`src/rtl/core/wsdf_pkg.sv`:
```
// websocket deframer package: result kinds, parser phases and the queue word
// no dependencies; imported by every module of the deframer
package wsdf_pkg;

   localparam int unsigned QUEUE_DEPTH_DEFAULT = 4;
   localparam logic [15:0] MAX_PAYLOAD_RESET   = 16'd4096;

   localparam logic [3:0] OPC_MASK   = 4'hF;
   localparam logic [3:0] OPC_CLOSE  = 4'h8;
   localparam logic [6:0] LEN7_EXT16 = 7'd126;
   localparam logic [6:0] LEN7_EXT64 = 7'd127;
   localparam logic [2:0] EXT16_LEFT = 3'd1;
   localparam logic [2:0] EXT64_LEFT = 3'd7;
   localparam logic [2:0] KEY_LEFT   = 3'd3;

   typedef enum logic [1:0] {
      KIND_PAYLOAD  = 2'd0,
      KIND_EMPTY    = 2'd1,
      KIND_OVERSIZE = 2'd2,
      KIND_UNMASKED = 2'd3
   } kind_type;

   typedef enum logic [5:0] {
      PH_HDR0    = 6'b000001,
      PH_HDR1    = 6'b000010,
      PH_LEN     = 6'b000100,
      PH_MASK    = 6'b001000,
      PH_PAYLOAD = 6'b010000,
      PH_HALT    = 6'b100000
   } phase_type;

   // one classified byte on its way from the parser to the output stage
   typedef struct packed {
      kind_type    kind;
      logic [7:0]  raw;
      logic [7:0]  key_byte;
      logic [3:0]  opcode;
      logic        last;
   } cmd_type;

   typedef struct packed {
      logic full;
      logic has_item;
   } qstat_type;

endpackage

```
`src/rtl/core/wsdf_if.sv`:
```
// channel interfaces of the websocket deframer: input bytes, results, csr writes
// depends on nothing; one valid/ready pair per channel
interface wsdf_req_if;
   logic       valid;
   logic       ready;
   logic [7:0] in_byte;
   modport source (output valid, output in_byte, input ready);
   modport sink   (input valid, input in_byte, output ready);
endinterface

interface wsdf_rsp_if;
   logic       valid;
   logic       ready;
   logic [1:0] kind;
   logic [7:0] data;
   logic [3:0] opcode;
   logic       last_of_frame;
   modport source (output valid, output kind, output data, output opcode,
                   output last_of_frame, input ready);
   modport sink   (input valid, input kind, input data, input opcode,
                   input last_of_frame, output ready);
endinterface

interface wsdf_csr_if;
   logic        valid;
   logic        ready;
   logic [15:0] max_payload;
   modport source (output valid, output max_payload, input ready);
   modport sink   (input valid, input max_payload, output ready);
endinterface

```
`src/rtl/core/wsdf_front.sv`:
```
// header parser: walks the frame header, checks length and mask, classifies bytes
// depends on wsdf_pkg and the channel interfaces in wsdf_if.sv
module wsdf_front
   import wsdf_pkg::*;
(
   input  logic        clock,
   input  logic        reset,
   wsdf_req_if.sink    req_bus,
   wsdf_csr_if.sink    csr_bus,
   input  qstat_type   q_stat,
   output logic        push,
   output cmd_type     push_cmd
);

   phase_type   phase_ff,   phase_in;
   logic [3:0]  opcode_ff,  opcode_in;
   logic        mask_ff,    mask_in;
   logic [15:0] len_ff,     len_in;
   logic        big_ff,     big_in;
   logic [2:0]  left_ff,    left_in;
   logic [31:0] key_ff,     key_in;
   logic [15:0] pos_ff,     pos_in;
   logic [15:0] max_ff;

   logic        accept;
   logic [7:0]  b;
   logic [15:0] len_chk;
   logic        big_chk;
   logic        mask_chk;
   logic        do_check;
   logic [15:0] pos_next;
   logic [7:0]  key_sel;

   assign req_bus.ready = !q_stat.full;
   assign csr_bus.ready = 1'b1;
   assign accept        = req_bus.valid && req_bus.ready;
   assign b             = req_bus.in_byte;
   assign pos_next      = pos_ff + 16'd1;

   always_comb begin
      unique case (pos_ff[1:0])
         2'd0: key_sel = key_ff[31:24];
         2'd1: key_sel = key_ff[23:16];
         2'd2: key_sel = key_ff[15:8];
         default: key_sel = key_ff[7:0];
      endcase
   end

   always_comb begin
      phase_in  = phase_ff;
      opcode_in = opcode_ff;
      mask_in   = mask_ff;
      len_in    = len_ff;
      big_in    = big_ff;
      left_in   = left_ff;
      key_in    = key_ff;
      pos_in    = pos_ff;
      push      = 1'b0;
      push_cmd  = '{kind: KIND_PAYLOAD, raw: 8'd0, key_byte: 8'd0,
                    opcode: opcode_ff, last: 1'b0};
      len_chk   = len_ff;
      big_chk   = big_ff;
      mask_chk  = mask_ff;
      do_check  = 1'b0;

      if (accept) begin
         unique case (phase_ff)
            PH_HDR0: begin
               opcode_in = b[3:0] & OPC_MASK;
               phase_in  = PH_HDR1;
            end
            PH_HDR1: begin
               mask_in  = b[7];
               mask_chk = b[7];
               big_in   = 1'b0;
               big_chk  = 1'b0;
               if (b[6:0] == LEN7_EXT16) begin
                  len_in   = 16'd0;
                  left_in  = EXT16_LEFT;
                  phase_in = PH_LEN;
               end else if (b[6:0] == LEN7_EXT64) begin
                  len_in   = 16'd0;
                  left_in  = EXT64_LEFT;
                  phase_in = PH_LEN;
               end else begin
                  len_in   = {9'd0, b[6:0]};
                  len_chk  = {9'd0, b[6:0]};
                  do_check = 1'b1;
               end
            end
            PH_LEN: begin
               // anything shifted past bit 15 can never pass the length check
               len_in  = {len_ff[7:0], b};
               big_in  = big_ff || (len_ff[15:8] != 8'd0);
               len_chk = len_in;
               big_chk = big_in;
               if (left_ff == 3'd0) begin
                  do_check = 1'b1;
               end else begin
                  left_in = left_ff - 3'd1;
               end
            end
            PH_MASK: begin
               key_in = {key_ff[23:0], b};
               if (left_ff != 3'd0) begin
                  left_in = left_ff - 3'd1;
               end else begin
                  pos_in = 16'd0;
                  if (len_ff == 16'd0) begin
                     push          = 1'b1;
                     push_cmd.kind = KIND_EMPTY;
                     push_cmd.last = 1'b1;
                     phase_in      = (opcode_ff == OPC_CLOSE) ? PH_HALT : PH_HDR0;
                  end else begin
                     phase_in = PH_PAYLOAD;
                  end
               end
            end
            PH_PAYLOAD: begin
               pos_in            = pos_next;
               push              = 1'b1;
               push_cmd.raw      = b;
               push_cmd.key_byte = key_sel;
               if (pos_next == len_ff || pos_next == 16'd0) begin
                  push_cmd.last = 1'b1;
                  phase_in      = (opcode_ff == OPC_CLOSE) ? PH_HALT : PH_HDR0;
               end
            end
            PH_HALT: begin
               phase_in = PH_HALT;
            end
            default: begin
               phase_in = PH_HALT;
            end
         endcase

         // oversize wins over a missing mask bit
         if (do_check) begin
            if (big_chk || (len_chk > max_ff)) begin
               push          = 1'b1;
               push_cmd.kind = KIND_OVERSIZE;
               phase_in      = PH_HALT;
            end else if (!mask_chk) begin
               push          = 1'b1;
               push_cmd.kind = KIND_UNMASKED;
               phase_in      = PH_HALT;
            end else begin
               phase_in = PH_MASK;
               left_in  = KEY_LEFT;
            end
         end
      end
   end

   always_ff @(posedge clock) begin
      if (reset) begin
         phase_ff  <= PH_HDR0;
         opcode_ff <= 4'd0;
         mask_ff   <= 1'b0;
         len_ff    <= 16'd0;
         big_ff    <= 1'b0;
         left_ff   <= 3'd0;
         key_ff    <= 32'd0;
         pos_ff    <= 16'd0;
         max_ff    <= MAX_PAYLOAD_RESET;
      end else begin
         phase_ff  <= phase_in;
         opcode_ff <= opcode_in;
         mask_ff   <= mask_in;
         len_ff    <= len_in;
         big_ff    <= big_in;
         left_ff   <= left_in;
         key_ff    <= key_in;
         pos_ff    <= pos_in;
         if (csr_bus.valid && csr_bus.ready) begin
            max_ff <= csr_bus.max_payload;
         end
      end
   end

endmodule

```
`src/rtl/core/wsdf_queue.sv`:
```
// short fifo of classified bytes between the parser and the output stage
// depends on wsdf_pkg for the queue word and status types
module wsdf_queue
   import wsdf_pkg::*;
#(
   parameter int unsigned DEPTH = QUEUE_DEPTH_DEFAULT
)(
   input  logic      clock,
   input  logic      reset,
   input  logic      push,
   input  cmd_type   push_cmd,
   input  logic      pop,
   output cmd_type   head,
   output qstat_type q_stat
);

   localparam int unsigned PW = (DEPTH > 1) ? $clog2(DEPTH) : 1;
   localparam int unsigned CW = $clog2(DEPTH + 1);

   cmd_type         mem_ff [DEPTH];
   logic [PW-1:0]   wr_ff, wr_in;
   logic [PW-1:0]   rd_ff, rd_in;
   logic [CW-1:0]   cnt_ff, cnt_in;

   assign q_stat.full     = (cnt_ff == CW'(DEPTH));
   assign q_stat.has_item = (cnt_ff != '0);
   assign head            = mem_ff[rd_ff];

   always_comb begin
      wr_in  = wr_ff;
      rd_in  = rd_ff;
      cnt_in = cnt_ff;
      if (push) begin
         wr_in = (wr_ff == PW'(DEPTH - 1)) ? '0 : wr_ff + PW'(1);
      end
      if (pop) begin
         rd_in = (rd_ff == PW'(DEPTH - 1)) ? '0 : rd_ff + PW'(1);
      end
      if (push && !pop) begin
         cnt_in = cnt_ff + CW'(1);
      end else if (pop && !push) begin
         cnt_in = cnt_ff - CW'(1);
      end
   end

   always_ff @(posedge clock) begin
      if (push) begin
         mem_ff[wr_ff] <= push_cmd;
      end
   end

   always_ff @(posedge clock) begin
      if (reset) begin
         wr_ff  <= '0;
         rd_ff  <= '0;
         cnt_ff <= '0;
      end else begin
         wr_ff  <= wr_in;
         rd_ff  <= rd_in;
         cnt_ff <= cnt_in;
      end
   end

endmodule

```
`src/rtl/core/wsdf_back.sv`:
```
// output stage: unmasks the queued byte and holds the result word for the sink
// depends on wsdf_pkg and the result interface in wsdf_if.sv
module wsdf_back
   import wsdf_pkg::*;
(
   input  logic       clock,
   input  logic       reset,
   input  cmd_type    head,
   input  qstat_type  q_stat,
   output logic       pop,
   wsdf_rsp_if.source rsp_bus
);

   logic       valid_ff;
   kind_type   kind_ff;
   logic [7:0] data_ff;
   logic [3:0] opcode_ff;
   logic       last_ff;

   assign pop = q_stat.has_item && (!valid_ff || rsp_bus.ready);

   assign rsp_bus.valid         = valid_ff;
   assign rsp_bus.kind          = kind_ff;
   assign rsp_bus.data          = data_ff;
   assign rsp_bus.opcode        = opcode_ff;
   assign rsp_bus.last_of_frame = last_ff;

   always_ff @(posedge clock) begin
      if (reset) begin
         valid_ff <= 1'b0;
      end else if (pop) begin
         valid_ff <= 1'b1;
      end else if (rsp_bus.ready) begin
         valid_ff <= 1'b0;
      end
   end

   // raw and key byte are zero for everything but payload words
   always_ff @(posedge clock) begin
      if (pop) begin
         kind_ff   <= head.kind;
         data_ff   <= head.raw ^ head.key_byte;
         opcode_ff <= head.opcode;
         last_ff   <= head.last;
      end
   end

endmodule

```
`src/rtl/core/websocket_frame_deframer.sv`:
```
// top level of the websocket client frame deframer with payload unmasking
// depends on wsdf_pkg, wsdf_if.sv, wsdf_front, wsdf_queue and wsdf_back
//
//   channel   dir  handshake           word
//   req_bus   in   valid/ready         in_byte: one stream byte
//   rsp_bus   out  valid/ready         kind, data, opcode, last_of_frame
//   csr_bus   in   valid/ready         max_payload (ready is always high)
//
// one byte a cycle while the queue is not full; a result goes from its taken byte
// through the queue write and then the output register on its way to rsp_bus
// reset is synchronous; it restores max_payload to 4096 and awaits a header byte
// a stalled sink fills the QUEUE_DEPTH word queue, then req_bus.ready drops
// once halted (error or close) bytes are still taken and dropped until reset
module websocket_frame_deframer
   import wsdf_pkg::*;
#(
   parameter int unsigned QUEUE_DEPTH = QUEUE_DEPTH_DEFAULT
)(
   input  logic       clock,
   input  logic       reset,
   wsdf_req_if.sink   req_bus,
   wsdf_rsp_if.source rsp_bus,
   wsdf_csr_if.sink   csr_bus
);

   qstat_type q_stat;
   logic      push;
   logic      pop;
   cmd_type   push_cmd;
   cmd_type   head;

   wsdf_front u_front (
      .clock    (clock),
      .reset    (reset),
      .req_bus  (req_bus),
      .csr_bus  (csr_bus),
      .q_stat   (q_stat),
      .push     (push),
      .push_cmd (push_cmd)
   );

   wsdf_queue #(
      .DEPTH (QUEUE_DEPTH)
   ) u_queue (
      .clock    (clock),
      .reset    (reset),
      .push     (push),
      .push_cmd (push_cmd),
      .pop      (pop),
      .head     (head),
      .q_stat   (q_stat)
   );

   wsdf_back u_back (
      .clock   (clock),
      .reset   (reset),
      .head    (head),
      .q_stat  (q_stat),
      .pop     (pop),
      .rsp_bus (rsp_bus)
   );

   a_no_push_when_full: assert property (@(posedge clock) disable iff (reset)
      push |-> !q_stat.full)
      else $error("queue written while full");

   a_pop_needs_item: assert property (@(posedge clock) disable iff (reset)
      pop |-> q_stat.has_item)
      else $error("queue read while empty");

   a_pop_loads_output: assert property (@(posedge clock) disable iff (reset)
      pop |=> rsp_bus.valid && rsp_bus.opcode == $past(head.opcode))
      else $error("queued word not loaded into output register");

   a_non_payload_clean: assert property (@(posedge clock) disable iff (reset)
      rsp_bus.valid && rsp_bus.kind != KIND_PAYLOAD |->
         rsp_bus.data == 8'd0 && (rsp_bus.kind != KIND_EMPTY || rsp_bus.last_of_frame))
      else $error("non-payload result carries data or lacks last mark");

endmodule

```
`src/flat_wrapper.sv`:
```
// flat-port wrapper written by rule: the top's interface ports become plain ports
module websocket_frame_deframer_flat import wsdf_pkg::*;
#(
   parameter int unsigned QUEUE_DEPTH = QUEUE_DEPTH_DEFAULT
)
  (clock, reset, req_bus_valid, req_bus_in_byte, req_bus_ready, rsp_bus_valid, rsp_bus_kind, rsp_bus_data, rsp_bus_opcode, rsp_bus_last_of_frame, rsp_bus_ready, csr_bus_valid, csr_bus_max_payload, csr_bus_ready);
  wsdf_req_if req_bus_i ();
  wsdf_rsp_if rsp_bus_i ();
  wsdf_csr_if csr_bus_i ();
  input  logic clock;
  input  logic reset;
  input wire logic [$bits(req_bus_i.valid)-1:0] req_bus_valid;
  input wire logic [$bits(req_bus_i.in_byte)-1:0] req_bus_in_byte;
  output wire logic [$bits(req_bus_i.ready)-1:0] req_bus_ready;
  output wire logic [$bits(rsp_bus_i.valid)-1:0] rsp_bus_valid;
  output wire logic [$bits(rsp_bus_i.kind)-1:0] rsp_bus_kind;
  output wire logic [$bits(rsp_bus_i.data)-1:0] rsp_bus_data;
  output wire logic [$bits(rsp_bus_i.opcode)-1:0] rsp_bus_opcode;
  output wire logic [$bits(rsp_bus_i.last_of_frame)-1:0] rsp_bus_last_of_frame;
  input wire logic [$bits(rsp_bus_i.ready)-1:0] rsp_bus_ready;
  input wire logic [$bits(csr_bus_i.valid)-1:0] csr_bus_valid;
  input wire logic [$bits(csr_bus_i.max_payload)-1:0] csr_bus_max_payload;
  output wire logic [$bits(csr_bus_i.ready)-1:0] csr_bus_ready;
  assign req_bus_i.valid = req_bus_valid;
  assign req_bus_i.in_byte = req_bus_in_byte;
  assign req_bus_ready = req_bus_i.ready;
  assign rsp_bus_valid = rsp_bus_i.valid;
  assign rsp_bus_kind = rsp_bus_i.kind;
  assign rsp_bus_data = rsp_bus_i.data;
  assign rsp_bus_opcode = rsp_bus_i.opcode;
  assign rsp_bus_last_of_frame = rsp_bus_i.last_of_frame;
  assign rsp_bus_i.ready = rsp_bus_ready;
  assign csr_bus_i.valid = csr_bus_valid;
  assign csr_bus_i.max_payload = csr_bus_max_payload;
  assign csr_bus_ready = csr_bus_i.ready;
  websocket_frame_deframer #(.QUEUE_DEPTH(QUEUE_DEPTH)) u_core (.clock(clock), .reset(reset), .req_bus(req_bus_i), .rsp_bus(rsp_bus_i), .csr_bus(csr_bus_i));
endmodule
```
`config.mk`:
```
export PLATFORM = sky130hd
export DESIGN_NAME = websocket_frame_deframer_flat
export DESIGN_NICKNAME = d
export VERILOG_FILES = /design/src/rtl/core/wsdf_pkg.sv /design/src/rtl/core/wsdf_if.sv /design/src/rtl/core/wsdf_front.sv /design/src/rtl/core/wsdf_queue.sv /design/src/rtl/core/wsdf_back.sv /design/src/rtl/core/websocket_frame_deframer.sv /design/src/flat_wrapper.sv
export SDC_FILE = /design/constraint.sdc
export NUM_CORES = 1
export LEC_CHECK = 0
export BUFFER_PORTS_ARGS = -buffer_cell sky130_fd_sc_hd__buf_2
export CORE_ASPECT_RATIO = 0.75
export CORE_MARGIN = 3
export CORE_UTILIZATION = 30
export DETAILED_ROUTE_END_ITERATION = 16
export HOLD_SLACK_MARGIN = 0.06
export PLACE_DENSITY = 0.5
export SLEW_MARGIN = 20
export SYNTH_ARGS = -nofsm -noshare
export SYNTH_HDL_FRONTEND = slang
export SYNTH_HIERARCHICAL = 1
export SYNTH_SLANG_ARGS = --single-unit
```
`constraint.sdc`:
```
create_clock -name clock -period 13.45 [get_ports clock]
set_input_delay 1.345 -clock clock [delete_from_list [all_inputs] [get_ports clock]]
set_output_delay 1.345 -clock clock [all_outputs]
set_load 0.01 [all_outputs]
```
Yosys cells after proc, flatten, opt, wreduce, memory -nomap -nowiden
Memory sizes are Yosys's and may differ from the RTL's. A register that Yosys moved wholly into a read port is not among the register bits. Cells that the tools add are included.

Register bits: 118. Bits in writable memories: 92. Word-level logic and storage cells: 138. Memories kept: 1.

Add/sub/neg operators: 6. Order comparisons: 1. Eq/ne operators: 19. Mux-type cells: 65. Bitwise operators: 1. Reduce and logical (&&, ||, !) cells: 28.

Memory list: u_core.u_queue.mem_ff (depth 4, bits a word 23, rd ports 1, clocked after memory_dff 1, wr ports 1, RTL line wsdf_queue.sv:20) `cmd_type mem_ff [DEPTH];`.

Operator list (count): case mux 16 bit (2 select lines) (3); two-way mux 16 bit (5); two-way mux 6 bit (9); zero test 16 bit (2); case mux 6 bit (5 select lines) (1); two-way mux 3 bit (9); case mux 8 bit (3 select lines) (1); two-way mux 1 bit (21); two-way mux 18 bit (1); adder 16 x 1 -> 16 bit (second input constant) (1); equality test 16 bit (1); > comparator 16 bit (1); two-way mux 2 bit (8); equality test 7 bit (second input constant) (2); two-way mux 7 bit (2); case mux 3 bit (3 select lines) (1); case mux 1 bit (2 select lines) (4); nonzero test 2 bit (4); nonzero test 8 bit (1); XOR 8 bit (1); equality test 2 bit (second input constant) (3); equality test 6 x 1 -> 1 bit (second input constant) (1); equality test 6 x 2 -> 1 bit (second input constant) (1); equality test 6 x 3 -> 1 bit (second input constant) (1); other kinds (20) (36).

Depth between registers and ports, before layout
Gate-level depths: netlist of the first run.

Depth in word-level cells: 14. Mapped depth: 23. Depth with buffers taken out: 21.

By module
The synthesis of the first run kept the hierarchy.

By module, submodules not included: wsdf_front (instances 1, cells each 736, area an instance 5640.4 µm², seq. area each 1901.8 µm²); wsdf_queue (instances 1, cells each 164, area an instance 3794.9 µm², seq. area each 2942.8 µm²); wsdf_back (instances 1, cells each 28, area an instance 575.6 µm², seq. area each 470.5 µm²).

Worst setup path after synthesis of the first run
OpenSTA, ideal clock, no wires.

Kind: input to register. From: input port req_bus_in_byte[4]. To: register u_core.u_queue.cnt_ff[2]. Setup time: 0.070 ns. Arrival: 5.162 ns. Data required time: 13.380 ns. Setup slack: 8.218 ns. Stages: 22. Cells stage by stage: nand4_1 nor2_1 nand2b_1 clkbuf_1 nand2b_1 clkbuf_1 a22o_1 ha_1 nand4_1 nor3_1 o21ai_0 a21o_1 a22o_1 nand2_1 o21ai_0 a31oi_1 ha_1 inv_1 fa_1 xor2_1 or3_1 a21oi_1.

Word-level cells in the longest chain between the ends: 13. Elaborated cells between the ends (all ways): 20. Those cells by class: 1 x order compare; 2 x eq/ne; 12 x mux; 5 x reduce/logical.

RTL lines: start, declared (RTL line flat_wrapper.sv:13) `input wire logic [$bits(req_bus_i.in_byte)-1:0] req_bus_in_byte;`; equality test 7 bit (RTL line wsdf_front.sv:81) `end else if (b[6:0] == LEN7_EXT64) begin`; two-way mux 16 bit (RTL line wsdf_front.sv:81); two-way mux 16 bit (RTL line wsdf_front.sv:77) `if (b[6:0] == LEN7_EXT16) begin`; case mux 16 bit (2 select lines) (RTL line wsdf_front.sv:67) `unique case (phase_ff)`; two-way mux 16 bit (RTL line wsdf_front.sv:66) `if (accept) begin`; > comparator 16 bit (RTL line wsdf_front.sv:139) `if (big_chk || (len_chk > max_ff)) begin`; logical OR 1 bit (RTL line wsdf_front.sv:139); two-way mux 1 bit (RTL line wsdf_front.sv:139); two-way mux 1 bit (*) (RTL line wsdf_front.sv:138) `if (do_check) begin`; two-way mux 1 bit (*) (RTL line wsdf_front.sv:66); named net u_core.push (RTL line websocket_frame_deframer.sv:27) `logic push;`; zero test 1 bit (RTL line wsdf_queue.sv:41) `end else if (pop && !push) begin`; logical AND 1 bit (RTL line wsdf_queue.sv:41); nonzero test 2 bit (no source line); end signal, assigned (RTL line wsdf_queue.sv:60) `cnt_ff <= cnt_in;`; end, declared (RTL line wsdf_queue.sv:23) `logic [CW-1:0] cnt_ff, cnt_in;`.

Mark *: on every way through the listed nets, which the timed path passes. The rest lies on a longest branch. The select of a mux whose other input is x is not followed. A chain may end at the register's enable or synchronous reset.

Worst setup path in the final report of the first run
From: register u_core.u_front.phase_ff[3]. To: register u_core.u_queue.cnt_ff[2].

Word-level cells in the longest chain between the ends: 11. Elaborated cells between the ends (all ways): 24. Those cells by class: 1 x order compare; 4 x eq/ne; 14 x mux; 5 x reduce/logical.

RTL lines: start, declared (RTL line wsdf_front.sv:15) `phase_type phase_ff, phase_in;`; start signal, assigned (RTL line wsdf_front.sv:167) `phase_ff <= phase_in;`; equality test 6 x 3 -> 1 bit or equality test 6 x 2 -> 1 bit (tied branches) (RTL line wsdf_front.sv:67); case mux 16 bit (2 select lines) (RTL line wsdf_front.sv:67); two-way mux 16 bit (RTL line wsdf_front.sv:66); > comparator 16 bit (RTL line wsdf_front.sv:139); logical OR 1 bit (RTL line wsdf_front.sv:139); two-way mux 1 bit (RTL line wsdf_front.sv:139); two-way mux 1 bit (*) (RTL line wsdf_front.sv:138); two-way mux 1 bit (*) (RTL line wsdf_front.sv:66); named net u_core.push (RTL line websocket_frame_deframer.sv:27); zero test 1 bit (RTL line wsdf_queue.sv:41); logical AND 1 bit (RTL line wsdf_queue.sv:41); nonzero test 2 bit (no source line).

Marks and branches as above.

==> summary by stage, run 1 <==
Cells and area
The post-route netlist has 14.0% of its cells at a drive strength greater than 1. Cells fill 34.7% of the core in the end. The total number of nets in the final design is 1007. 0 antenna diodes ended up in the layout.

Compared with the post-synthesis result, the final layout area differs by 13.2%.

STA
The final worst clock skew is 0.0203 ns. The number of hold-slack violations in the final timing report is 0. For the pin with the worst max-slew slack, the measured transition is 1.09 ns.

The smallest clock period supported by the final layout is computed as 5.61 ns. For this run, the top clock speed supported by timing is 0.178 GHz. The worst max-slew margin expressed relative to the limit is 27.2%.

Setup repair after global routing left no endpoint under its margin. For the final routed database, the setup TNS stands at 0 ns. The max-slew violation count came to 0. The final period utilization is 41.7%. The number of endpoints failing setup at the final stage is 0.

Yosys
Ranked by instance count, the synthesized netlist is headed by edfxtp_1 (107), dfxtp_1 (105), nand2_1 (99). Averaged over all synthesized cells, the footprint is 10.8 µm². Sorting the synthesized cells by area gives the leading types as edfxtp_1 (32%), dfxtp_1 (21%), mux4_2 (4.5%). The most common flop cell mapped by yosys is edfxtp_1. The sequential-to-total area share from yosys stat is 53.1%. In this run, synthesis inferred 107 flip-flops with an integrated enable. In the synthesized netlist the async set-or-reset flop fraction comes to 0%. In this run, synthesis produced a sequential element count of 212. The top cell type by total area after synthesis is edfxtp_1.

In this run, distinct cell masters in the synthesized netlist total 73. Yosys printed 6 warnings. After technology mapping, the gate count stands at 928. The synthesized netlist occupies a cell area of 10000 µm². The most common cell in the netlist is edfxtp_1. After synthesis, the largest area contributor takes up 32.1% of total cell area. The post-synth net total is 986.

Worst setup path
The signal on the critical path passes through or3_1, nor2_1, nand3b_1, and2_1, nand2b_1, a22o_1, ha_1, nand4_1, nor3_1, o21ai_0, a21o_1, a22o_1, nand2_1, o21ai_0, a31oi_1, ha_1, inv_1, fa_1, xor2_1, or3_1, a21oi_1. The startpoint class of the critical path is a register. The stage delay of the slowest cell on the critical path is 0.55 ns.

The worst register-to-register path has a setup slack of 7.84 ns. The depth of the critical timing path with buffers and inverters included is 21. The slowest stage of the critical path belongs to the cell a31oi_1.

The data arrival time of the critical path is 6.08 ns. The depth of the most critical reg-to-reg path is 21. Counting both buffers and inverters, the worst setup path holds a total of 1. The kind of critical path is register to register. Data on the critical path is required at its endpoint by 13.92 ns.

The maximum fanout along the worst path is 10. The worst setup path is captured at a register. On the critical path the largest part of the delay comes from simple AND/OR/NAND/NOR gates.

Clock tree
For this design, the CTS-stage hold fixing added 0 buffers. The number of buffers on the longest clock path is 3. The number of sinks handled by clock tree synthesis is 212. The tree is rooted in a clkbuf_16.

Buffers inserted during clock tree synthesis total 24. Clock-pin slew was measured on the worst setup and hold paths at 0.06 ns. The clock reaches the later pin of the worst-skew pair after 0.53 ns. The count of cells resized by post-cts repair is 0. The H-tree depth is 1.

The number of setup buffers added after CTS is 0. TritonCTS built the clock tree.

Power and ir drop
Dividing total power by cell area gives a power density of 147 nW/µm². For this design the static power due to leakage is 0.00405 µW. The worst-case IR drop observed on VDD is 0.0898 mV.

Routing
The via count normalized by instance count is 5.04. The via count is 7103. The detailed router's first-iteration violation count is 612. Wires add up to 26.6 mm. For this run, design rule violations remaining after detail routing come to 0. After detailed routing, the average wire length per cell comes to 18.9 µm. The detail route stage leaves a number of antenna-violating nets equal to 0. The number of search-and-repair iterations in the first detailed-routing pass is 6.

Floorplan
The total area inside the core boundary comes to 32700 µm². The starting density of the core is 30.6%. 47 I/O pins were placed.

The floorplan step set the die height to 164 µm. The full die area is 35600 µm². The initialized floorplan defines 57 standard-cell rows. In this run the horizontal extent of the chip is 217 µm.

Global route
The number of antenna violations at the first check in global routing is 0. The overall routing resource usage is 14.8%. The largest net degree at the start of global routing is 85. The first global-routing pass estimated 41.1 mm of wire. The overflow left after global routing is 0. The via count of the first global-routing pass is 6632.

Hold path
The path class of the tightest hold or removal check is register to register. The number of cells on the worst hold path is 2.

Place
Detailed placement ended at an HPWL of 17.9 mm. The total of buffers placed on input and output ports is 45. At the end of routability-driven placement, the weighted congestion stood at 0.865.

Run
The tool flagged a number of max-cap violations equal to 0.

Outcome
The flow ran to the end, and the final reports show no timing, DRC or antenna violations.
-- flip-flops by register name, indices dropped and copies added (netlist names), 6 cells and up, named ones only --
name                        count
u_core/u_queue/mem_ff          92
u_core/u_front/key_ff          32
u_core/u_front/len_ff          16
u_core/u_front/max_ff          16
u_core/u_front/pos_ff          16
u_core/u_back/rsp_bus.data      8
u_core/u_front/phase_ff         6
-- report_power, final --
| group | internal (µW) | total, µW | switching (µW) |
|---|---|---|---|
| Combinational | 119 | 278 | 159 |
| Sequential | 736 | 760 | 24.2 |
| Clock | 361 | 630 | 269 |
| Total | 1220 | 1670 | 452 |
-- through the flow --
step	instances	total power (µW)	instance area, µm²	setup WS, ns	hold WS, ns
after global placement	1365	1060	10600	7.68	0.441
after detailed placement	1365	1060	10600	7.59	0.450
after floorplan	928	971	10000	8.22	0.436
after global routing	1409	1750	11300	7.35	0.486
final	1409	1670	11300	7.84	0.453
after CTS	1409	1700	11300	7.93	0.458
-- logic make-up after synthesis --
kind of cell,share of synthesized area (%)
adders and majority gates,3.70
xor gates and xnor gates,2.80
other,0.0375
muxes,8.11
and+or+nand+nor,15.8
DFF,53.1
buffers and inverters,4.35
AOI/OAI and AO/OA,12.1
-- final timing paths --
kind                                            from                                endpoint
max reg2reg  u_core/u_front/phase_ff[3]$_SDFFE_PP0P_   u_core/u_queue/cnt_ff[2]$_SDFFE_PP0P_
min reg2reg   u_core/u_front/key_ff[26]$_SDFFE_PP0P_  u_core/u_front/key_ff[26]$_SDFFE_PP0P_
max          u_core/u_front/phase_ff[3]$_SDFFE_PP0P_   u_core/u_queue/cnt_ff[2]$_SDFFE_PP0P_
min           u_core/u_front/key_ff[26]$_SDFFE_PP0P_  u_core/u_front/key_ff[26]$_SDFFE_PP0P_
-- area by class of cell --
class	count	area (µm²)
clock inverter	15	125
clock buffer	29	639
tap	442	553
inverter	29	109
multi-input combinational	625	4270
sequential	212	5320
fill	3322	21300
timing repair buffer	57	318
-- layout by cell type (no fill, tap or decap), types with 10 or more instances in the layout --
| master | count |
|---|---|
| and3_1 | 17 |
| a21oi_1 | 83 |
| clkbuf_16 | 24 |
| a22oi_1 | 12 |
| xor2_1 | 17 |
| o21ai_0 | 30 |
| inv_1 | 29 |
| buf_4 | 13 |
| mux2i_1 | 26 |
| dfxtp_1 | 105 |
| edfxtp_1 | 107 |
| ha_1 | 28 |
| nand4_1 | 11 |
| xnor2_1 | 15 |
| buf_2 | 44 |
| nand2_1 | 98 |
| and2_1 | 10 |
| nor2_1 | 91 |
| mux4_2 | 20 |
| a22o_1 | 10 |
| nand3_1 | 20 |
-- tightest hold or removal path, cell delays in order (launching register included) --
cell     delay (ns)
dfxtp_1        0.30
nand2_1        0.05
a21oi_1        0.05
-- layer usage --
metal	GRT usage [%]	up-vias	part of all wire, %
met4	2.87	0	1.4
met2	21.3	203	42
li1	-	3451	-
met1	23.0	3427	51
met5	0	-	0
met3	2.83	22	5.6
Power figures use the tool's default switching activity.
==> inputs of run 2 (changes only) <==
- clock period: 13.45 -> 5.54 ns (I/O delays scaled with it)
==> summary by stage, run 2 (synthesis results as in run 1) <==
Outcome
The run finished with clean final reports.

Clock tree
The number of buffers inserted for hold repair after clock tree synthesis is 0 (unchanged). The clock-pin slew of the registers on the worst-case setup and hold paths came to 0.06 ns (about the same). TritonCTS built the clock tree. The count of cells resized by post-cts repair came to 0 (unchanged). The H-tree depth is 1 (unchanged). The number of sinks handled by clock tree synthesis is 212 (unchanged). The number of setup buffers added after CTS came to 0 (unchanged). The worst-skew pair later-pin latency is 0.52 ns (about the same).

The number of buffers created by CTS was 23 (-4.2%). The number of buffers on the longest clock path came to 3 (unchanged). In this run the clock root is driven by a clkbuf_16.

Global route
The via count of the first global-routing pass is 6800 (+2.5%). The overflow left after global routing is 0 (unchanged). The wire length of the first global-routing pass was 39.4 mm (-4.1%).

The largest net degree at the start of global routing is 77 (-9.4%). The number of antenna violations at the first check in global routing is 0 (unchanged). The overall routing resource usage is 13.9% (-0.88 points).

Routing
The via count is 7137 (+0.48%). The wire length reported by the detailed router is 25.0 mm (-5.8%). The routed length per instance was 17.8 µm (-5.8%). The final antenna-violating net count is 0 (unchanged).

The via count normalized by instance count is 5.07 (+0.48%). The DRC violation count after routing is 0 (unchanged). The number of search-and-repair iterations in the first detailed-routing pass was 8 (+2). The detailed router's first-iteration violation count is 677 (+11%).

STA
The number of endpoints failing setup at the final stage is 0 (unchanged). The max-slew violation count is 0 (unchanged). The number of hold-slack violations in the final timing report is 0 (unchanged). The post-route minimum period is 5.15 ns (-0.456 ns).

The final worst clock skew is 0.0152 ns (-0.00509 ns). Setup repair after global routing left no endpoint under its margin. The final period utilization is 93.0% (+51 points). The worst max-slew margin expressed relative to the limit is 37.2% (+10 points). The slew at the pin with the worst max-slew slack came to 0.939 ns (-0.149 ns). The highest attainable clock frequency is 0.194 GHz (+8.9%). The summed negative setup slack over all endpoints is 0 ns (unchanged).

Cells and area
The total number of nets in the final design is 1008 (+0.099%). The most common cell after layout, fill and taps aside is edfxtp_1. The cell area after layout was 11300 µm² (-0.23%). The number of inserted diodes came to 0 (unchanged). Leaving out fill and tap cells, the most frequent cells in the layout are edfxtp_1 (107), dfxtp_1 (105), nand2_1 (98). The ratio of cells with drive above 1 in the final layout is 14.0% (unchanged). The flip-flop count of the largest register, all copies and words added is 92 (unchanged). The largest registers in the layout are u_core/u_queue/mem_ff: 92 flops, u_core/u_front/key_ff: 32 flops. More flip-flops sit in one register than any other, and that register is u_core/u_queue/mem_ff. The growth of design area from synthesis to finish is 12.9%.

Floorplan
The starting density of the core came to 30.6% (unchanged). The core region area is 32700 µm² (unchanged). The full die area came to 35600 µm² (unchanged).

The die height is 164 µm (unchanged). The I/O pin total came to 47 (unchanged). The row count came to 57 (unchanged).

The die extent in x is 217 µm (unchanged).

Worst setup path
The kind of critical path is register to register. The worst flop-to-flop path endpoint is u_core/u_queue/cnt_ff[2]$_SDFFE_PP0P_. The startpoint class of the critical path is a register.

The worst register-to-register path begins at u_core/u_front/phase_ff[3]$_SDFFE_PP0P_. The data arrival time of the critical path is 5.59 ns (-0.49 ns). The required time reported for the critical path endpoint came to 5.98 ns (-7.94 ns). The maximum fanout along the worst path is 10 (unchanged). STA classifies the critical path endpoint as a register. The register-to-register setup slack came to 0.39 ns (-7.45 ns).

The depth of the most critical reg-to-reg path is 21 (unchanged).

Power and ir drop
The part of the power in registers came to 46.1% (+0.5 points). The logic gate share of total power came to 16.7% (about the same). The power density of the placed cells is 354 nW/µm² (+140%). The clock network fraction of total power came to 37.2% (-0.6 points). The internal power is 2940 µW (+140%). The maximum vdd ir drop is 0.247 mV (+170%). The leakage power came to 0.00403 µW (-0.55%). The fraction of power spent switching nets is 26.5% (-0.61 points). The net switching power is 1060 µW (+130%).

Place
The half-perimeter wire length of the detailed placement result is 16.5 mm (-7.4%). The total of buffers placed on input and output ports is 45 (unchanged). The area of placed instances is 10600 µm² (+0.14%). The placer's final routability congestion estimate came to 0.855 (-1.2%).

Hold path
The min-delay analysis places its worst path in the category input pin to register. The worst hold path terminates at u_core/u_front/max_ff[12]$_SDFFE_PP1P_. The launch instance of the worst min-delay path is csr_bus_max_payload[12].

The number of cells on the worst hold path is 3 (+1).

Run
The number of max-cap violations is 0 (unchanged).
run 2: area by class of cell:
cell class              instances  area [µm²]
clock inverters                15         130
fillers                      3321       21400
inverters                      29         109
multi-input cells             625        4270
flip-flops and latches        212        5320
well taps                     442         553
repair buffers                 59         333
clock buffers                  27         591
run 2: worst max-delay path, cell delays in order (launching register included):
cell and delay (ns):
dfxtp_1 0.36, or3_1 0.44, nor2_1 0.14, nand3b_1 0.23
and2_1 0.35, nand2b_2 0.29, a22o_1 0.22, ha_1 0.31
nand4_1 0.16, nor3_1 0.31, o21ai_0 0.14, a21o_1 0.17
a22o_1 0.21, nand2_1 0.09, o21ai_0 0.11, a31oi_1 0.29
ha_1 0.23, inv_1 0.06, fa_1 0.37, xor2_1 0.15
or3_1 0.30, a21oi_1 0.14
run 2: worst max-delay path by stage:
stage | startpoint | slack (ns) | cells after the start | endpoint
4_1_cts | u_core/u_front/phase_ff[3]$_SDFFE_PP0P_ | 0.36 | 21 | u_core/u_queue/cnt_ff[2]$_SDFFE_PP0P_
5_1_grt | u_core/u_front/phase_ff[3]$_SDFFE_PP0P_ | 0.02 | 21 | u_core/u_queue/cnt_ff[2]$_SDFFE_PP0P_
3_5_place_dp | u_core/u_front/phase_ff[3]$_SDFFE_PP0P_ | 0.38 | 21 | u_core/u_queue/cnt_ff[2]$_SDFFE_PP0P_
3_3_place_gp | u_core/u_front/phase_ff[3]$_SDFFE_PP0P_ | 0.60 | 21 | u_core/u_queue/cnt_ff[2]$_SDFFE_PP0P_
6_report | u_core/u_front/phase_ff[3]$_SDFFE_PP0P_ | 0.39 | 21 | u_core/u_queue/cnt_ff[2]$_SDFFE_PP0P_
2_1_floorplan | u_core/u_front/phase_ff[3]$_SDFFE_PP0P_ | 0.61 | 23 | u_core/u_queue/cnt_ff[2]$_SDFFE_PP0P_
run 2: per-layer routing:
layer  routed length [µm]  GRT usage (%)
met1                12300           20.7
met2                10900           20.9
met3                 1330           2.46
met4                  553           3.47
met5                    0              0
run 2: stage by stage:
stage                     total power (µW)  util, %  hold WS, ns  instances  setup WS, ns
after CTS                             4060     34.6        0.259       1409         0.355
final                                 4000     34.6        0.270       1409         0.389
after global placement                2560     32.4        0.443       1367         0.596
after floorplan                       2360        -        0.436        928         0.611
after detailed placement              2560     32.4        0.448       1367         0.382
after global routing                  4190     34.6        0.284       1409        0.0215
run 2: power by group through the flow:
stage	clock, µW	sequential [µW]	combinational [µW]
2_1_floorplan	0	1900	458
3_3_place_gp	0	1880	681
3_5_place_dp	0	1880	685
4_1_cts	1530	1850	687
5_1_grt	1590	1860	744
6_report	1490	1840	668
==> inputs of run 3 (changes only) <==
- CORE_UTILIZATION: 30 -> 60
- PLACE_DENSITY: 0.5 -> 0.83
==> summary by stage, run 3 (synthesis results as in run 1) <==
Outcome
The run finished with clean final reports.

Place
The total of buffers placed on input and output ports is 45 (unchanged). The half-perimeter wire length of the detailed placement result is 14.4 mm (-13%). The placer's final routability congestion estimate was 0.935 (+9.4%).

STA
The worst max-slew margin expressed relative to the limit is 29.2% (-8.0 points). The number of endpoints failing setup at the final stage was 0 (unchanged). Setup repair after global routing left no endpoint under its margin. The max-slew violation count is 0 (unchanged). The summed negative setup slack over all endpoints is 0 ns (unchanged).

The final period utilization is 92.1% (-0.91 points). The slew at the pin with the worst max-slew slack is 1.06 ns (+0.124 ns). The highest attainable clock frequency is 0.196 GHz (+0.99%). The worst hold margin came to 0.297 ns (+0.0265 ns). The post-route minimum period was 5.10 ns (-0.0504 ns).

The final worst clock skew came to 0.0156 ns (+0.000374 ns). The number of hold-slack violations in the final timing report is 0 (unchanged).

Cells and area
The area of all sequential standard cells is 5320 µm² (unchanged). In the layout the commonest cells are edfxtp_1 (107), dfxtp_1 (105), nand2_1 (99). From synthesis to final layout, the design area changed by 9.10%. The total of fill cells in the finished design came to 1183 (-64%). The number of inserted diodes was 0 (unchanged). The ratio of cells with drive above 1 in the final layout is 12.9% (-1.0 points). The total number of nets in the final design is 1003 (-0.50%).

The area of the multi-input gates is 4270 µm² (about the same). The largest registers in the layout are u_core/u_queue/mem_ff: 92 flops, u_core/u_front/key_ff: 32 flops. The register containing the most flip-flops in the final layout is u_core/u_queue/mem_ff. The library cell used most frequently in the layout, excluding fill and tap cells, is edfxtp_1. The flip-flop count of the largest register, all copies and words added is 92 (unchanged).

Worst setup path
The required time reported for the critical path endpoint is 5.95 ns (-0.03 ns). The worst setup path is captured at a register. The worst setup path is of the register to register kind. The maximum fanout along the worst path is 10 (unchanged). The worst flop-to-flop path endpoint is u_core/u_queue/cnt_ff[2]$_SDFFE_PP0P_. STA classifies the critical path startpoint as a register.

The register-to-register setup slack is 0.44 ns (+0.05 ns). In this run the critical register-to-register path is launched from u_core/u_front/phase_ff[3]$_SDFFE_PP0P_. The depth of the most critical reg-to-reg path is 21 (unchanged).

The data arrival time of the critical path was 5.51 ns (-0.08 ns).

Floorplan
The row count is 40 (-30%). The die extent in x is 155 µm (-28%). The I/O pin total is 47 (unchanged). The die height is 118 µm (-28%). The core region area is 16200 µm² (-51%). The starting density of the core came to 61.9% (+31 points). The full die area is 18300 µm² (-49%).

Global route
The wire length of the first global-routing pass is 36.5 mm (-7.5%). The via count of the first global-routing pass is 7033 (+3.4%). The number of antenna violations at the first check in global routing is 0 (unchanged). The largest net degree at the start of global routing is 102 (+32%). The overflow left after global routing is 0 (unchanged). The overall routing resource usage is 24.5% (+11 points).

Hold path
The startpoint identified for the worst hold timing path is csr_bus_max_payload[7]. The type of the worst min-delay path is input pin to register. The number of cells on the worst hold path is 3 (unchanged).

The endpoint of the worst hold-timing path is u_core/u_front/max_ff[7]$_SDFFE_PP0P_.

Routing
The via count normalized by instance count is 6.32 (+25%). The DRC violation count after routing came to 0 (unchanged). The detailed router's first-iteration violation count is 961 (+42%). The final antenna-violating net count is 0 (unchanged).

The number of search-and-repair iterations in the first detailed-routing pass is 5 (-3). The routed length per instance is 19.2 µm (+8.3%). The via count is 7388 (+3.5%). The wire length reported by the detailed router is 22.5 mm (-10%).

Run
The number of max-cap violations is 0 (unchanged).

Clock tree
The worst-skew pair later-pin latency is 0.49 ns (-0.03 ns). The clock-pin slew of the registers on the worst-case setup and hold paths came to 0.07 ns (about the same). CTS placed an instance of clkbuf_16 at the clock tree root. The number of sinks handled by clock tree synthesis is 212 (unchanged).

The number of setup buffers added after CTS was 0 (unchanged). The number of buffers on the longest clock path was 3 (unchanged). The number of buffers created by CTS was 20 (-13%). The TritonCTS clock tree is done. The H-tree depth is 1 (unchanged).

Power and ir drop
The leakage power is 0.00398 µW (-1.2%). The power density of the placed cells is 353 nW/µm² (about the same). The maximum vdd ir drop was 0.172 mV (-30%).
## run 3: worst max path at each step
stage	start	end	slack, ns	cells past startpoint
2_1_floorplan	u_core/u_front/phase_ff[3]$_SDFFE_PP0P_	u_core/u_queue/cnt_ff[2]$_SDFFE_PP0P_	0.61	23
3_3_place_gp	u_core/u_front/phase_ff[3]$_SDFFE_PP0P_	u_core/u_queue/cnt_ff[2]$_SDFFE_PP0P_	0.64	21
3_5_place_dp	u_core/u_front/phase_ff[3]$_SDFFE_PP0P_	u_core/u_queue/cnt_ff[2]$_SDFFE_PP0P_	0.47	21
4_1_cts	u_core/u_front/phase_ff[3]$_SDFFE_PP0P_	u_core/u_queue/cnt_ff[2]$_SDFFE_PP0P_	0.44	21
5_1_grt	u_core/u_front/phase_ff[3]$_SDFFE_PP0P_	u_core/u_queue/cnt_ff[2]$_SDFFE_PP0P_	0.06	21
6_report	u_core/u_front/phase_ff[3]$_SDFFE_PP0P_	u_core/u_queue/cnt_ff[2]$_SDFFE_PP0P_	0.44	21
## run 3: critical path, stage by stage (launching register included)
cell,delay [ns]
dfxtp_1,0.36
or3_1,0.44
nor2_1,0.15
nand3b_1,0.22
and2_1,0.34
nand2b_2,0.30
a22o_1,0.23
ha_1,0.31
nand4_1,0.15
nor3_1,0.28
o21ai_0,0.13
a21o_1,0.17
a22o_1,0.20
nand2_1,0.09
o21ai_0,0.10
a31oi_1,0.27
ha_1,0.23
inv_1,0.06
fa_1,0.38
xor2_1,0.16
or3_1,0.31
a21oi_1,0.15
## run 3: cell type report
cell class | count | area share (%)
well taps | 210 | 2.41
inverters | 29 | 0.997
clock buffers | 25 | 4.95
clock inverters | 11 | 0.962
flip-flops and latches | 212 | 48.7
repair buffers | 57 | 2.91
multi-input cells | 625 | 39.1
## run 3: stage by stage
step	util [%]	total power [µW]	cell area [µm²]	setup WS (ns)	instances
after floorplan	-	2360	10000	0.611	928
after CTS	67.5	3880	10900	0.442	1169
after global placement	63.6	2510	10300	0.640	1133
after detailed placement	63.6	2530	10300	0.465	1133
final	67.6	3860	10900	0.439	1169
after global routing	67.6	4020	10900	0.0646	1169
## run 3: timing repair
action / in CTS / in global routing
setup endpoints to repair: 0 / 1
hold buffers: 0 / 0
resized for setup: 0 / 1
## run 3: power by group
part	internal, µW	switching, µW	leakage, µW
Sequential	1790	55.2	0.00184
Combinational	292	367	0.00182
Clock	788	568	0.000315
Total	2870	991	0.00398
## run 3: metal layers
layer / up-vias / track usage (%) / wire, µm
met5: - / 0 / 0
met4: 0 / 7.67 / 621
met3: 48 / 5.33 / 2190
met2: 372 / 36.0 / 9920
met1: 3543 / 36.4 / 9750
li1: 3425 / - / -
